## src/sv/first_fit_region_allocator_unit_defines.svh

```systemverilog
// assertion macros used by the allocator top level
`ifndef FIRST_FIT_REGION_ALLOCATOR_UNIT_DEFINES_SVH
`define FIRST_FIT_REGION_ALLOCATOR_UNIT_DEFINES_SVH

// antecedent implies consequent in the same cycle
`define FFRA_ASSERT_NOW(label, clk, rst, ante, cons) \
   label: assert property (@(posedge clk) disable iff (rst) (ante) |-> (cons)) \
      else $error("allocator check failed");

// antecedent implies consequent in the next cycle
`define FFRA_ASSERT_NEXT(label, clk, rst, ante, cons) \
   label: assert property (@(posedge clk) disable iff (rst) (ante) |=> (cons)) \
      else $error("allocator check failed");

`endif

```

## src/sv/ffra_pkg.sv

```systemverilog
// shared types, constants and helpers of the first-fit region allocator
package ffra_pkg;

   localparam int TABLE_ENTRIES  = 16;
   localparam int ADDR_BITS      = 48;
   localparam int IDX_BITS       = $clog2(TABLE_ENTRIES);
   localparam int CNT_BITS       = $clog2(TABLE_ENTRIES + 1);
   localparam int CSR_INDEX_BITS = 1;
   localparam int CSR_DATA_BITS  = 48;

   typedef logic [ADDR_BITS-1:0] addr_type;
   typedef logic [IDX_BITS-1:0]  idx_type;
   typedef logic [CNT_BITS-1:0]  cnt_type;
   typedef logic [1:0]           status_type;

   localparam logic REQ_MAP   = 1'b0;
   localparam logic REQ_UNMAP = 1'b1;

   localparam status_type ST_OK        = 2'd0;
   localparam status_type ST_NOMEM     = 2'd1;
   localparam status_type ST_NOTMAPPED = 2'd2;
   localparam status_type ST_FULL      = 2'd3;

   localparam logic [CSR_INDEX_BITS-1:0] CSR_REGION_START = 1'b0;
   localparam logic [CSR_INDEX_BITS-1:0] CSR_REGION_END   = 1'b1;

   typedef struct packed {
      logic     req_type;
      addr_type request_address;
      addr_type request_length;
      logic     is_private;
   } req_item_type;

   typedef struct packed {
      addr_type   granted_address;
      status_type status;
   } rsp_item_type;

   typedef enum logic [3:0] {
      S_IDLE, S_SCAN1, S_DEC1, S_SCAN2, S_DEC2, S_WR0, S_WR1, S_WR2, S_RESP
   } state_type;

   typedef enum logic [3:0] {
      CMD_NONE, CMD_START, CMD_SCAN1, CMD_DEC1, CMD_SCAN2, CMD_DEC2,
      CMD_WR0, CMD_WR1, CMD_WR2, CMD_RESP
   } cmd_type;

   typedef struct packed {
      logic scan_last;
      logic fail1;
      logic fail2;
   } dp_status_type;

   // interval order by (lo, hi)
   function automatic logic pair_less(addr_type a_lo, addr_type a_hi,
                                      addr_type b_lo, addr_type b_hi);
      return (a_lo < b_lo) || ((a_lo == b_lo) && (a_hi < b_hi));
   endfunction

endpackage

```

## src/sv/ffra_ctrl.sv

```systemverilog
// sequencing state machine of the allocator
module ffra_ctrl (
   input  logic                   clock,
   input  logic                   reset,
   input  logic                   start,
   input  ffra_pkg::dp_status_type dp_status,
   output ffra_pkg::cmd_type      cmd,
   output logic                   busy
);

   ffra_pkg::state_type state_ff, state_in;

   always_ff @(posedge clock) begin
      if (reset) begin
         state_ff <= ffra_pkg::S_IDLE;
      end else begin
         state_ff <= state_in;
      end
   end

   always_comb begin
      state_in = state_ff;
      unique case (state_ff)
         ffra_pkg::S_IDLE: begin
            if (start) state_in = ffra_pkg::S_SCAN1;
         end
         ffra_pkg::S_SCAN1: begin
            if (dp_status.scan_last) state_in = ffra_pkg::S_DEC1;
         end
         ffra_pkg::S_DEC1: begin
            state_in = dp_status.fail1 ? ffra_pkg::S_RESP : ffra_pkg::S_SCAN2;
         end
         ffra_pkg::S_SCAN2: begin
            if (dp_status.scan_last) state_in = ffra_pkg::S_DEC2;
         end
         ffra_pkg::S_DEC2: begin
            state_in = dp_status.fail2 ? ffra_pkg::S_RESP : ffra_pkg::S_WR0;
         end
         ffra_pkg::S_WR0:  state_in = ffra_pkg::S_WR1;
         ffra_pkg::S_WR1:  state_in = ffra_pkg::S_WR2;
         ffra_pkg::S_WR2:  state_in = ffra_pkg::S_RESP;
         ffra_pkg::S_RESP: state_in = ffra_pkg::S_IDLE;
         default:          state_in = ffra_pkg::S_IDLE;
      endcase
   end

   always_comb begin
      cmd  = ffra_pkg::CMD_NONE;
      busy = 1'b1;
      unique case (state_ff)
         ffra_pkg::S_IDLE: begin
            busy = 1'b0;
            cmd  = start ? ffra_pkg::CMD_START : ffra_pkg::CMD_NONE;
         end
         ffra_pkg::S_SCAN1: cmd = ffra_pkg::CMD_SCAN1;
         ffra_pkg::S_DEC1:  cmd = ffra_pkg::CMD_DEC1;
         ffra_pkg::S_SCAN2: cmd = ffra_pkg::CMD_SCAN2;
         ffra_pkg::S_DEC2:  cmd = ffra_pkg::CMD_DEC2;
         ffra_pkg::S_WR0:   cmd = ffra_pkg::CMD_WR0;
         ffra_pkg::S_WR1:   cmd = ffra_pkg::CMD_WR1;
         ffra_pkg::S_WR2:   cmd = ffra_pkg::CMD_WR2;
         ffra_pkg::S_RESP:  cmd = ffra_pkg::CMD_RESP;
         default:           cmd = ffra_pkg::CMD_NONE;
      endcase
   end

endmodule

```

## src/sv/ffra_dp.sv

```systemverilog
// interval tables, scan logic and result register of the allocator
module ffra_dp (
   input  logic                                   clock,
   input  logic                                   reset,
   input  ffra_pkg::cmd_type                      cmd,
   input  ffra_pkg::req_item_type                 req_data,
   input  logic                                   csr_we,
   input  logic [ffra_pkg::CSR_INDEX_BITS-1:0]    csr_index,
   input  logic [ffra_pkg::CSR_DATA_BITS-1:0]     csr_wdata,
   output ffra_pkg::dp_status_type                dp_status,
   output logic                                   rsp_valid,
   output ffra_pkg::rsp_item_type                 rsp_data
);

   localparam int N  = ffra_pkg::TABLE_ENTRIES;
   localparam int AB = ffra_pkg::ADDR_BITS;
   localparam int CB = ffra_pkg::CNT_BITS;

   // region registers
   ffra_pkg::addr_type region_start_ff, region_end_ff;
   ffra_pkg::addr_type load_lo, load_hi;
   logic cfg_load;

   // tables
   ffra_pkg::addr_type free_lo_ff [N];
   ffra_pkg::addr_type free_hi_ff [N];
   ffra_pkg::addr_type mapped_lo_ff [N];
   ffra_pkg::addr_type mapped_hi_ff [N];
   logic [N-1:0] free_used_ff, mapped_used_ff;

   // captured request and scan results
   ffra_pkg::req_item_type req_ff;
   ffra_pkg::idx_type idx_ff, idx_in;
   logic best_ok_ff, best_ok_in;
   ffra_pkg::idx_type best_idx_ff, best_idx_in;
   ffra_pkg::addr_type best_lo_ff, best_lo_in, best_hi_ff, best_hi_in;
   logic f_holds_ff, f_holds_in, f_first_ok_ff, f_first_ok_in;
   ffra_pkg::idx_type f_first_ff, f_first_in;
   logic m_holds_a_ff, m_holds_a_in, m_holds_b_ff, m_holds_b_in;
   logic m_e1_ok_ff, m_e1_ok_in, m_e2_ok_ff, m_e2_ok_in;
   ffra_pkg::idx_type m_e1_ff, m_e1_in, m_e2_ff, m_e2_in;
   ffra_pkg::cnt_type m_cnt_ff, m_cnt_in;
   ffra_pkg::status_type status_ff, status_in;
   logic rsp_valid_ff;
   ffra_pkg::rsp_item_type rsp_data_ff;

   // per-entry read
   ffra_pkg::addr_type flo, fhi, mlo, mhi, fsize;
   logic fused, mused, is_map, scan_last;
   logic [AB:0] end_sum;
   ffra_pkg::addr_type uend, map_end;
   logic end_over, a_added;
   logic [CB:0] need, avail;
   ffra_pkg::status_type code1;

   // table write controls
   logic f_clr, f_wr, m_clr, m_wr;
   ffra_pkg::idx_type f_widx, m_widx;
   ffra_pkg::addr_type f_wlo, f_whi, m_wlo, m_whi;

   assign cfg_load = csr_we;
   assign load_lo  = reset ? '0 :
                     (csr_index == ffra_pkg::CSR_REGION_START) ? AB'(csr_wdata)
                                                                : region_start_ff;
   assign load_hi  = reset ? '0 :
                     (csr_index == ffra_pkg::CSR_REGION_END) ? AB'(csr_wdata)
                                                              : region_end_ff;

   always_ff @(posedge clock) begin
      if (reset) begin
         region_start_ff <= '0;
         region_end_ff   <= '0;
      end else if (csr_we) begin
         unique case (csr_index)
            ffra_pkg::CSR_REGION_START: region_start_ff <= AB'(csr_wdata);
            ffra_pkg::CSR_REGION_END:   region_end_ff   <= AB'(csr_wdata);
            default: ;
         endcase
      end
   end

   assign is_map    = (req_ff.req_type == ffra_pkg::REQ_MAP);
   assign flo       = free_lo_ff[idx_ff];
   assign fhi       = free_hi_ff[idx_ff];
   assign fused     = free_used_ff[idx_ff];
   assign mlo       = mapped_lo_ff[idx_ff];
   assign mhi       = mapped_hi_ff[idx_ff];
   assign mused     = mapped_used_ff[idx_ff];
   assign fsize     = (fhi >= flo) ? (fhi - flo) : '0;
   assign end_sum   = {1'b0, req_ff.request_address} + {1'b0, req_ff.request_length};
   assign end_over  = end_sum[AB];
   assign uend      = end_sum[AB-1:0];
   assign map_end   = best_lo_ff + req_ff.request_length;
   assign scan_last = (idx_ff == ffra_pkg::idx_type'(N - 1));
   assign a_added   = (best_lo_ff != req_ff.request_address) && !m_holds_a_ff;

   assign need  = (CB+1)'(best_lo_ff != req_ff.request_address)
                + (CB+1)'(uend != best_hi_ff);
   assign avail = {1'b0, m_cnt_ff} + (CB+1)'(1);

   always_comb begin
      code1 = ffra_pkg::ST_OK;
      if (is_map) begin
         if (!req_ff.is_private || (req_ff.request_address != '0) || !best_ok_ff)
            code1 = ffra_pkg::ST_NOMEM;
      end else begin
         if (end_over || !best_ok_ff)
            code1 = ffra_pkg::ST_NOTMAPPED;
         else if (need > avail)
            code1 = ffra_pkg::ST_FULL;
         else if (!f_first_ok_ff && !f_holds_ff)
            code1 = ffra_pkg::ST_FULL;
      end
   end

   assign dp_status.scan_last = scan_last;
   assign dp_status.fail1     = (code1 != ffra_pkg::ST_OK);
   assign dp_status.fail2     = is_map && !m_e1_ok_ff && !m_holds_a_ff;

   // scan bookkeeping and decision status
   always_comb begin
      idx_in       = idx_ff;
      best_ok_in   = best_ok_ff;
      best_idx_in  = best_idx_ff;
      best_lo_in   = best_lo_ff;
      best_hi_in   = best_hi_ff;
      f_holds_in   = f_holds_ff;
      f_first_ok_in = f_first_ok_ff;
      f_first_in   = f_first_ff;
      m_holds_a_in = m_holds_a_ff;
      m_holds_b_in = m_holds_b_ff;
      m_e1_ok_in   = m_e1_ok_ff;
      m_e2_ok_in   = m_e2_ok_ff;
      m_e1_in      = m_e1_ff;
      m_e2_in      = m_e2_ff;
      m_cnt_in     = m_cnt_ff;
      status_in    = status_ff;
      case (cmd)
         ffra_pkg::CMD_START: begin
            idx_in        = '0;
            best_ok_in    = 1'b0;
            f_holds_in    = 1'b0;
            f_first_ok_in = 1'b0;
            m_holds_a_in  = 1'b0;
            m_holds_b_in  = 1'b0;
            m_e1_ok_in    = 1'b0;
            m_e2_ok_in    = 1'b0;
            m_cnt_in      = '0;
            status_in     = ffra_pkg::ST_OK;
         end
         ffra_pkg::CMD_SCAN1: begin
            idx_in = scan_last ? '0 : idx_ff + ffra_pkg::idx_type'(1);
            if (is_map) begin
               // lowest free interval that is long enough
               if (fused && (fsize >= req_ff.request_length) &&
                   (!best_ok_ff || ffra_pkg::pair_less(flo, fhi, best_lo_ff, best_hi_ff))) begin
                  best_ok_in  = 1'b1;
                  best_idx_in = idx_ff;
                  best_lo_in  = flo;
                  best_hi_in  = fhi;
               end
            end else begin
               // lowest mapped interval enclosing the range
               if (mused && (req_ff.request_address >= mlo) && (uend <= mhi) &&
                   (!best_ok_ff || ffra_pkg::pair_less(mlo, mhi, best_lo_ff, best_hi_ff))) begin
                  best_ok_in  = 1'b1;
                  best_idx_in = idx_ff;
                  best_lo_in  = mlo;
                  best_hi_in  = mhi;
               end
               if (!fused && !f_first_ok_ff) begin
                  f_first_ok_in = 1'b1;
                  f_first_in    = idx_ff;
               end
               if (fused && (flo == req_ff.request_address) && (fhi == uend))
                  f_holds_in = 1'b1;
               if (!mused) m_cnt_in = m_cnt_ff + ffra_pkg::cnt_type'(1);
            end
         end
         ffra_pkg::CMD_SCAN2: begin
            idx_in = scan_last ? '0 : idx_ff + ffra_pkg::idx_type'(1);
            if (is_map) begin
               // best entry counts as free once it is taken
               if (fused && (idx_ff != best_idx_ff) && (flo == map_end) && (fhi == best_hi_ff))
                  f_holds_in = 1'b1;
               if ((!fused || (idx_ff == best_idx_ff)) && !f_first_ok_ff) begin
                  f_first_ok_in = 1'b1;
                  f_first_in    = idx_ff;
               end
               if (mused && (mlo == best_lo_ff) && (mhi == map_end))
                  m_holds_a_in = 1'b1;
               if (!mused && !m_e1_ok_ff) begin
                  m_e1_ok_in = 1'b1;
                  m_e1_in    = idx_ff;
               end
            end else begin
               // hit entry counts as free once it is dropped
               if (mused && (idx_ff != best_idx_ff)) begin
                  if ((mlo == best_lo_ff) && (mhi == req_ff.request_address))
                     m_holds_a_in = 1'b1;
                  if ((mlo == uend) && (mhi == best_hi_ff))
                     m_holds_b_in = 1'b1;
               end else begin
                  if (!m_e1_ok_ff) begin
                     m_e1_ok_in = 1'b1;
                     m_e1_in    = idx_ff;
                  end else if (!m_e2_ok_ff) begin
                     m_e2_ok_in = 1'b1;
                     m_e2_in    = idx_ff;
                  end
               end
            end
         end
         ffra_pkg::CMD_DEC1: status_in = code1;
         ffra_pkg::CMD_DEC2: status_in = dp_status.fail2 ? ffra_pkg::ST_FULL : ffra_pkg::ST_OK;
         default: ;
      endcase
   end

   // table updates, one per table per cycle
   always_comb begin
      f_clr  = 1'b0;
      f_wr   = 1'b0;
      m_clr  = 1'b0;
      m_wr   = 1'b0;
      f_widx = best_idx_ff;
      m_widx = best_idx_ff;
      f_wlo  = map_end;
      f_whi  = best_hi_ff;
      m_wlo  = best_lo_ff;
      m_whi  = map_end;
      case (cmd)
         ffra_pkg::CMD_WR0: begin
            if (is_map) f_clr = 1'b1;
            else        m_clr = 1'b1;
         end
         ffra_pkg::CMD_WR1: begin
            if (is_map) begin
               f_wr   = (map_end != best_hi_ff) && !f_holds_ff;
               f_widx = f_first_ff;
            end else begin
               m_wr   = a_added;
               m_widx = m_e1_ff;
               m_wlo  = best_lo_ff;
               m_whi  = req_ff.request_address;
               f_wr   = !f_holds_ff;
               f_widx = f_first_ff;
               f_wlo  = req_ff.request_address;
               f_whi  = uend;
            end
         end
         ffra_pkg::CMD_WR2: begin
            if (is_map) begin
               m_wr   = !m_holds_a_ff;
               m_widx = m_e1_ff;
            end else begin
               m_wr   = (uend != best_hi_ff) && !m_holds_b_ff;
               m_widx = a_added ? m_e2_ff : m_e1_ff;
               m_wlo  = uend;
               m_whi  = best_hi_ff;
            end
         end
         default: ;
      endcase
   end

   always_ff @(posedge clock) begin
      if (reset || cfg_load) begin
         free_used_ff   <= N'(1);
         mapped_used_ff <= '0;
      end else begin
         if (f_clr) free_used_ff[f_widx]   <= 1'b0;
         if (f_wr)  free_used_ff[f_widx]   <= 1'b1;
         if (m_clr) mapped_used_ff[m_widx] <= 1'b0;
         if (m_wr)  mapped_used_ff[m_widx] <= 1'b1;
      end
   end

   always_ff @(posedge clock) begin
      if (reset || cfg_load) begin
         free_lo_ff[0] <= load_lo;
         free_hi_ff[0] <= load_hi;
      end else if (f_wr) begin
         free_lo_ff[f_widx] <= f_wlo;
         free_hi_ff[f_widx] <= f_whi;
      end
      if (m_wr) begin
         mapped_lo_ff[m_widx] <= m_wlo;
         mapped_hi_ff[m_widx] <= m_whi;
      end
   end

   always_ff @(posedge clock) begin
      if (cmd == ffra_pkg::CMD_START) req_ff <= req_data;
      idx_ff        <= idx_in;
      best_ok_ff    <= best_ok_in;
      best_idx_ff   <= best_idx_in;
      best_lo_ff    <= best_lo_in;
      best_hi_ff    <= best_hi_in;
      f_holds_ff    <= f_holds_in;
      f_first_ok_ff <= f_first_ok_in;
      f_first_ff    <= f_first_in;
      m_holds_a_ff  <= m_holds_a_in;
      m_holds_b_ff  <= m_holds_b_in;
      m_e1_ok_ff    <= m_e1_ok_in;
      m_e2_ok_ff    <= m_e2_ok_in;
      m_e1_ff       <= m_e1_in;
      m_e2_ff       <= m_e2_in;
      m_cnt_ff      <= m_cnt_in;
      status_ff     <= status_in;
   end

   always_ff @(posedge clock) begin
      if (reset) begin
         rsp_valid_ff <= 1'b0;
      end else begin
         rsp_valid_ff <= (cmd == ffra_pkg::CMD_RESP);
      end
   end

   always_ff @(posedge clock) begin
      if (cmd == ffra_pkg::CMD_RESP) begin
         rsp_data_ff.status          <= status_ff;
         rsp_data_ff.granted_address <= (is_map && (status_ff == ffra_pkg::ST_OK))
                                        ? best_lo_ff : '0;
      end
   end

   assign rsp_valid = rsp_valid_ff;
   assign rsp_data  = rsp_data_ff;

endmodule

```

## src/sv/first_fit_region_allocator_unit.sv

```systemverilog
// top level of the first-fit region allocator
//
//   channel   direction  handshake             payload
//   request   in         start && !busy        req_data  (req_item_type)
//   response  out        rsp_valid, one cycle  rsp_data  (rsp_item_type)
//   csr       in         csr_we                csr_index, csr_wdata
//
// when a request passes both checks, the response strobe follows both table scans, both
// decide steps, the write steps and the respond state; busy drops in the strobe cycle, so
// a new request is taken no earlier than the strobe of the last one; a request that fails
// after the first scan responds without the second scan, and a map that finds the mapped
// table full responds without the writes; the scans step through the tables one entry per cycle
// reset is synchronous and active high; it loads the free table with [0, 0)
// any csr write reloads the tables from the region registers and the written value, no clearing pass
// the response is shown for one cycle and cannot be stalled
`include "first_fit_region_allocator_unit_defines.svh"

module first_fit_region_allocator_unit (
   input  logic                                clock,
   input  logic                                reset,
   // request channel
   input  logic                                start,
   output logic                                busy,
   input  ffra_pkg::req_item_type              req_data,
   // response channel
   output logic                                rsp_valid,
   output ffra_pkg::rsp_item_type              rsp_data,
   // configuration port
   input  logic                                csr_we,
   input  logic [ffra_pkg::CSR_INDEX_BITS-1:0] csr_index,
   input  logic [ffra_pkg::CSR_DATA_BITS-1:0]  csr_wdata
);

   // command and status between sequencer and datapath
   ffra_pkg::cmd_type       cmd;
   ffra_pkg::dp_status_type dp_status;

   // sequencer: scan, decide, scan, decide, three write steps, respond; a failed decide goes to respond
   ffra_ctrl u_ctrl (
      .clock     (clock),
      .reset     (reset),
      .start     (start),
      .dp_status (dp_status),
      .cmd       (cmd),
      .busy      (busy)
   );

   // tables and scan registers
   ffra_dp u_dp (
      .clock     (clock),
      .reset     (reset),
      .cmd       (cmd),
      .req_data  (req_data),
      .csr_we    (csr_we),
      .csr_index (csr_index),
      .csr_wdata (csr_wdata),
      .dp_status (dp_status),
      .rsp_valid (rsp_valid),
      .rsp_data  (rsp_data)
   );

   // an accepted request keeps the block busy
   `FFRA_ASSERT_NEXT(a_accept_busy, clock, reset, start && !busy, busy)
   // response lands once the sequencer is back in idle
   `FFRA_ASSERT_NOW(a_rsp_idle, clock, reset, rsp_valid, !busy)
   // a strobe is never followed at once by another
   `FFRA_ASSERT_NEXT(a_rsp_single, clock, reset, rsp_valid, !rsp_valid)
   // a granted address only comes with ok status
   `FFRA_ASSERT_NOW(a_grant_ok, clock, reset,
      rsp_valid && (rsp_data.granted_address != '0), rsp_data.status == ffra_pkg::ST_OK)

endmodule

```

## config.mk

```make
export PLATFORM = sky130hd
export DESIGN_NAME = first_fit_region_allocator_unit
export DESIGN_NICKNAME = d
export VERILOG_FILES = /design/src/sv/ffra_pkg.sv /design/src/sv/ffra_ctrl.sv /design/src/sv/ffra_dp.sv /design/src/sv/first_fit_region_allocator_unit.sv
export VERILOG_INCLUDE_DIRS = /design/src /design/src/sv
export SDC_FILE = /design/constraint.sdc
export NUM_CORES = 2
export LEC_CHECK = 0
export BUFFER_PORTS_ARGS = -buffer_cell sky130_fd_sc_hd__buf_4
export CORE_MARGIN = 2
export CORE_UTILIZATION = 57
export CTS_CLUSTER_SIZE = 16
export DETAILED_ROUTE_END_ITERATION = 6
export GPL_TIMING_DRIVEN = 1
export HOLD_SLACK_MARGIN = 0.05
export PLACE_DENSITY = 0.76
export SLEW_MARGIN = 0
export SYNTH_ARGS = -nofsm -noshare
export SYNTH_HDL_FRONTEND = slang
export SYNTH_SLANG_ARGS = --single-unit
```

## constraint.sdc

```tcl
create_clock -name clock -period 10.5 [get_ports clock]
set_input_delay 1.575 -clock clock [delete_from_list [all_inputs] [get_ports clock]]
set_output_delay 1.575 -clock clock [all_outputs]
set_load 0.02 [all_outputs]
```

; Word-level counts from Yosys, hierarchy flattened
; Memory sizes are Yosys's and may differ from the RTL's. A register that Yosys moved wholly into a read port is not among the register bits.
; Cells that the tools add are included.
[classes]
addsub = 7
order_cmp = 14
eq_ne = 58
n_mux = 128
bitwise = 9
n_reduce_logical = 75
[op_table]
columns = operator, count
row1 = $mux W48, 20
row2 = $eq A48 B48 Y1, 10
row3 = $lt A48 B48 Y1, 4
row4 = $ge A48 B48 Y1, 3
row5 = $ne A48 B48 Y1, 3
row6 = $mux W4, 27
row7 = $mux W16, 6
row8 = $pmux W48 S2, 1
row9 = $reduce_or A48 Y1, 2
row10 = $add A48 B48 Y49, 1
row11 = $add A48 B48 Y48, 1
row12 = $le A48 B48 Y1, 1
row13 = $mux W1, 48
row14 = $reduce_bool A48 Y1, 1
row15 = $sub A48 B48 Y48, 1
row16 = $pmux W4 S9, 1
row17 = $and A16 B16 Y16, 2
row18 = $eq A4 B3 Y1 const B, 8
row19 = $not A16 Y16, 2
row20 = $or A16 B16 Y16, 2
row21 = $pmux W4 S8, 1
row22 = $logic_and A1 B1 Y1, 29
row23 = $pmux W4 S2, 3
row24 = $ne A2 B1 Y1 const B, 11
row25 = 34 further kinds, 103
[word_totals]
ff_bits = 411
ramBits = 3072
wordCells = 323
memories = 4
[mem_list]
columns = memory, words, width, rd, rd_ports_with_merged_regs, write_ports, line
row1 = u_dp.free_hi_ff, 16, 48, 1, 1, 1, ffra_dp.sv:26  ; ffra_pkg::addr_type free_hi_ff [N];
row2 = u_dp.free_lo_ff, 16, 48, 1, 1, 1, ffra_dp.sv:25  ; ffra_pkg::addr_type free_lo_ff [N];
row3 = u_dp.mapped_hi_ff, 16, 48, 1, 1, 1, ffra_dp.sv:28  ; ffra_pkg::addr_type mapped_hi_ff [N];
row4 = u_dp.mapped_lo_ff, 16, 48, 1, 1, 1, ffra_dp.sv:27  ; ffra_pkg::addr_type mapped_lo_ff [N];

; Logic depth before layout (Yosys ltp)
[logic_depth]
word_depth = 15
ltp_mapped = 42
depth_no_buf = 30

; Cells and area by module
; From an unflattened synthesis, not the netlist that was laid out.
[unflattened]
hier_cells = 9979
hier_area_um2 = 161001.9
[modules_own_cells]
columns = module, instances, cells_per_inst, area_per_inst_um2, seq_area_each_um2
row1 = ffra_dp, 1, 9932, 160649.1, 103259.0
row2 = ffra_ctrl, 1, 47, 352.8, 80.1

; Least setup slack after synthesis
; No wires, ideal clock.
[synth_timing]
kind = reg-to-reg
from = register u_dp.best_lo_ff[0]
to = memory u_dp.free_hi_ff[1][0] (netlist name), enable pin
setup_ns = 0.668
arrival_time_ns = 10.610
required_time_ns = 9.832
slack_ns = -0.778
stages_incl_launch_ff = 17
n_path_buf = 2
period_less_slack_ns = 11.278
path_cell_list = edfxtp_1 > ha_1 > fa_1 > a21o_1 > a221oi_2 > a221oi_1 > o211ai_1 > a311oi_1 > or3b_2 > o211ai_1 > xnor2_1 > o2111a_1 > nand4_1 > o21ai_1 > buf_2 > buf_2 > nor3_1
[synth_between]
elab_chain_cells = 10
elab_cells_between_ends = 11
classes_between = 1 x add/sub / 1 x eq/ne / 7 x mux / 2 x reduce/logical
[synth_rtl]
columns = element, line
row1 = from (decl), ffra_dp.sv:36  ; ffra_pkg::addr_type best_lo_ff, best_lo_in, best_hi_ff, best_hi_in;
row2 = from (signal assigned), ffra_dp.sv:298  ; best_lo_ff <= best_lo_in;
row3 = $add A48 B48 Y48 *, ffra_dp.sv:93  ; assign map_end = best_lo_ff + req_ff.request_length;
row4 = $ne A48 B48 Y1 *, ffra_dp.sv:239  ; f_wr = (map_end != best_hi_ff) && !f_holds_ff;
row5 = $logic_and A1 B1 Y1 *, ffra_dp.sv:239
row6 = $mux W1 *, ffra_dp.sv:238  ; if (is_map) begin
row7 = $mux W1 *, ffra_dp.sv:232  ; case (cmd)
row8 = $mux W1 *, ffra_dp.sv:283  ; end else if (f_wr) begin
row9 = $mux W1 *, ffra_dp.sv:280  ; if (reset || cfg_load) begin
row10 = $mux W1 (not written as such) *, ffra_dp.sv:285  ; free_hi_ff[f_widx] <= f_whi;
row11 = $reduce_or A48 Y1 (no line), -
row12 = $mux W4 (no line) or $mux W1 (tied branches), -
row13 = to (decl), ffra_dp.sv:26
; Mark *: on every way between the ends. The rest lies on a longest branch, timed or not.

==> impl_metrics.toml <==
[timing]
hold_viol = 0
finalMaxSlewViolations = 4
min_period_over_period_pct = 97.8
finalCriticalPeriod_ns = 10.27
setup_viol = 0
slew_headroom_pct = -8.69
tightestPinTransition_ns = 1.62
max_freq_ghz = 0.0973
rsz0062_at_grt = "no"
clock_skew_ns = 0.0817

[detailed_routing]
wire_per_inst_um = 43.0
dr.pass1.iters = 6
routed_wl_mm = 619
via_per_inst = 7.24
first_iter_violations = 18400
antenna_left = 0
drc_errors = 0
num_vias = 104000

[place]
dpl.hpwl_mm = 412
placed_area_um2 = 169000
gp_congestion = 1.12
io_buffers = 202

[run]
max_cap_viol_count = 2

[worst_setup_path]
critPathCaptureType = "register"
required_ns = 11.14
cpMostUsedCell = "nand4_1"
cpPeakStageDelay_ns = 0.85
worstPathArrival_ns = 10.92
crit_type = "reg -> reg"
start_kind = "register"
cp.buffers_inverters = 4
cp_max_fo = 96
crit_path_top_delay_cell = "dfxtp_4"
crit_chain = "buf_4, buf_12, buf_12, mux4_2, mux2i_1, o21ai_0, ha_1, nand4_1, nor4_1, buf_4, nand4_1, or4b_1, nor3_1, nand4_1, nor4_2, nand4_1, or4_1, or4_1, or4_1, o41ai_2"
cp_top_family = "simple AND/OR/NAND/NOR gates"

[synth]
ys_types = 98
yosys_warnings = 0
ys_ff_latch = 3487
syn-num-nets = 10600
synth_seq_area_share_pct = 64.1
syn_avg_cell_area_um2 = 16.2
synth_flop_cell = "edfxtp_1"
async_reset_ff_share_pct = 0
synth_enable_flop_cells = 3350
syn_inst = 9949
syn_area_um2 = 161000

[clock_network]
cts_setup_buffers = 0
clk_latency_ns = 0.99
h-tree-depth = 5
clockBufferDepth = 4
cts_hold_buf = 0
cts_resized = 0
root_buffer = "clkbuf_16"
clk_pin_slew_ns = 0.07
tritoncts = "yes"
clkSinkCount = 3487
cts_buffers = 352

[die]
die_area_um2 = 287000
placementRows = 195
die_w_um = 536
chipHeight_um = 536
core_um2 = 282000
io_pins = 203
start_util_pct = 57.2

[grt]
first_global_vias = 99400
overflow = 0
grtUsageTotal_pct = 42.8
grt_start_max_net_pins = 129
grt_pass1_wl_mm = 832
antenna_found_initial = 53

[run_status]
status = "finished, violations left"
failed_checks = "max-capacitance violations, max-slew violations"

[power]
power.leakage_nw = 62.3
ir_drop_mv = 0.198
powerDensity_nw_per_um2 = 267

[layout]
fin_util_pct = 64.0
drive_above_1_share_pct = 21.4
final_nets = 11000
syn2layout_area_growth_pct = 11.9
fin_area_um2 = 180000

[worst_hold_path]
min_path_type = "reg -> reg"
## placed cells by master, fill, tap and decap left out, types with 35 or more instances in the layout
cell type  Yosys  final
ha_1         484    484
mux2i_1      198    196
and3_1        36     35
xnor2_1      333    332
nor2_1       362    357
clkbuf_16      0    357
o21ai_0      391    371
nor4_1        82     81
nand2b_1      63     62
nor3_1       120     90
buf_12         1     39
o22ai_1       48     45
clkinv_1       1     68
nand4_1      163    163
o211ai_1      48     48
clkinv_2       0     50
mux4_2       925    925
edfxtp_1    3350   3350
nor2b_1       63     62
a22oi_1       51     51
o21a_1        42     41
buf_4         48    572
a211oi_1      39     38
a21oi_1      322    321
a31oi_1       36     36
xor2_1       155    154
xnor3_1       42     42
clkbuf_1     327     78
mux2_2       130    130
and2_1        72     72
nand3_1       75     74
inv_1        392    389
dfxtp_1      137    133
nand2_1      574    572
a21o_1       179    179
o22a_1        45     45
## metal layers
| metal | part of all wire [%] | GRT usage, % | up-vias |
|---|---|---|---|
| met5 | 0.014 | 0 | - |
| met4 | 6.0 | 20.9 | 14 |
| met3 | 13 | 10.9 | 1301 |
| met2 | 44 | 62.6 | 8962 |
| met1 | 37 | 60.4 | 53700 |
| li1 | - | - | 40400 |
## power by group
| part | switching [mW] | internal, mW |
|---|---|---|
| sequential | 0.375 | 15.8 |
| combinational | 12.3 | 7.01 |
| clock | 5.56 | 7.03 |
## metrics by stage
step                instances  hold slack [ns]  setup TNS [ns]  power, mW  worst slack, ns
finish                  14400            0.455               0       48.1            0.226
global route            14400            0.471               0       49.2            0.201
CTS                     14400            0.457               0       47.5            0.386
detailed placement      13800            0.448               0       34.9            0.411
global placement        13800            0.441               0       34.9            0.477
floorplan                9949            0.427        -1762.21       27.6           -0.778
## Yosys cell counts, types with 22 or more instances
master | count | area (um^2)
a21o_1 | 179 | 1340
nand3_1 | 75 | 375
o21bai_1 | 27 | 203
inv_1 | 392 | 1470
nand4_1 | 163 | 1020
mux2_2 | 130 | 1460
nand2b_1 | 63 | 394
a22oi_1 | 51 | 383
o211ai_1 | 48 | 360
a31oi_1 | 36 | 225
xnor2_1 | 333 | 2920
mux4_2 | 925 | 20800
o31ai_1 | 27 | 203
xor2_1 | 155 | 1360
buf_1 | 55 | 206
a21oi_1 | 322 | 1610
o41ai_1 | 22 | 193
o22a_1 | 45 | 394
or3_1 | 24 | 150
and3_1 | 36 | 225
buf_2 | 116 | 581
a2111oi_0 | 27 | 236
nor2_1 | 362 | 1360
nand2_1 | 574 | 2150
and2_1 | 72 | 450
xnor3_1 | 42 | 946
mux2i_1 | 198 | 1980
or2_2 | 33 | 206
nor3_1 | 120 | 601
o22ai_1 | 48 | 300
buf_4 | 48 | 360
nor4_1 | 82 | 513
nor2b_1 | 63 | 394
dfxtp_1 | 137 | 2740
o21ai_0 | 391 | 1960
clkbuf_1 | 327 | 1230
o21a_1 | 42 | 315
edfxtp_1 | 3350 | 101000
a211oi_1 | 39 | 293
ha_1 | 484 | 6060
## final timing paths
| kind | start | cells after the start | slack [ns] | end |
|---|---|---|---|---|
| setup / recovery | register | 20 | 0.23 | u_dp.m_holds_a_ff$_DFFE_PP_ |
| hold / removal | u_dp.region_start_ff[16]$_SDFFE_PP0P_ | 2 | 0.46 | u_dp.region_start_ff[16]$_SDFFE_PP0P_ |
| setup reg to reg | register | 20 | 0.23 | u_dp.m_holds_a_ff$_DFFE_PP_ |
| hold reg to reg | u_dp.region_start_ff[16]$_SDFFE_PP0P_ | 2 | 0.46 | u_dp.region_start_ff[16]$_SDFFE_PP0P_ |
## final cells by class
cell class                      instances  area, um^2
Antenna cell                           18        45.0
Clock buffer                          444        9350
Clock inverter                        195        2010
Fill cell                           19100      101000
Inverter                              393        1480
Multi-Input combinational cell       5519       54400
Sequential cell                      3487      103000
Tap cell                             3743        4680
Timing Repair Buffer                  614        5110
## logic make-up after synthesis
group,Yosys count,share of synthesized area [%]
simple gates,1741,5.25
flops,3487,64.1
mux,1259,15.1
buf+inv,943,2.42
compound gates,1500,6.07
fa+ha+maj,488,3.80
xor+xnor,531,3.25
## sequential cells by signal (all words and copies together), names as in the netlist, 48 cells and up, named ones only
name and cells:
u_dp.best_lo_ff 48, u_dp.free_hi_ff 768, u_dp.mapped_lo_ff 768, u_dp.free_lo_ff 768
u_dp.req_ff 98, u_dp.rsp_data 50, u_dp.best_hi_ff 48, u_dp.mapped_hi_ff 768
u_dp.region_end_ff 48, u_dp.region_start_ff 48
## tightest hold or removal path, cell delays in order, from the launching register on
cell     delay (ns)
dfxtp_1        0.31
nand2_1        0.05
a21oi_1        0.05
(Power assumes the default switching activity.)
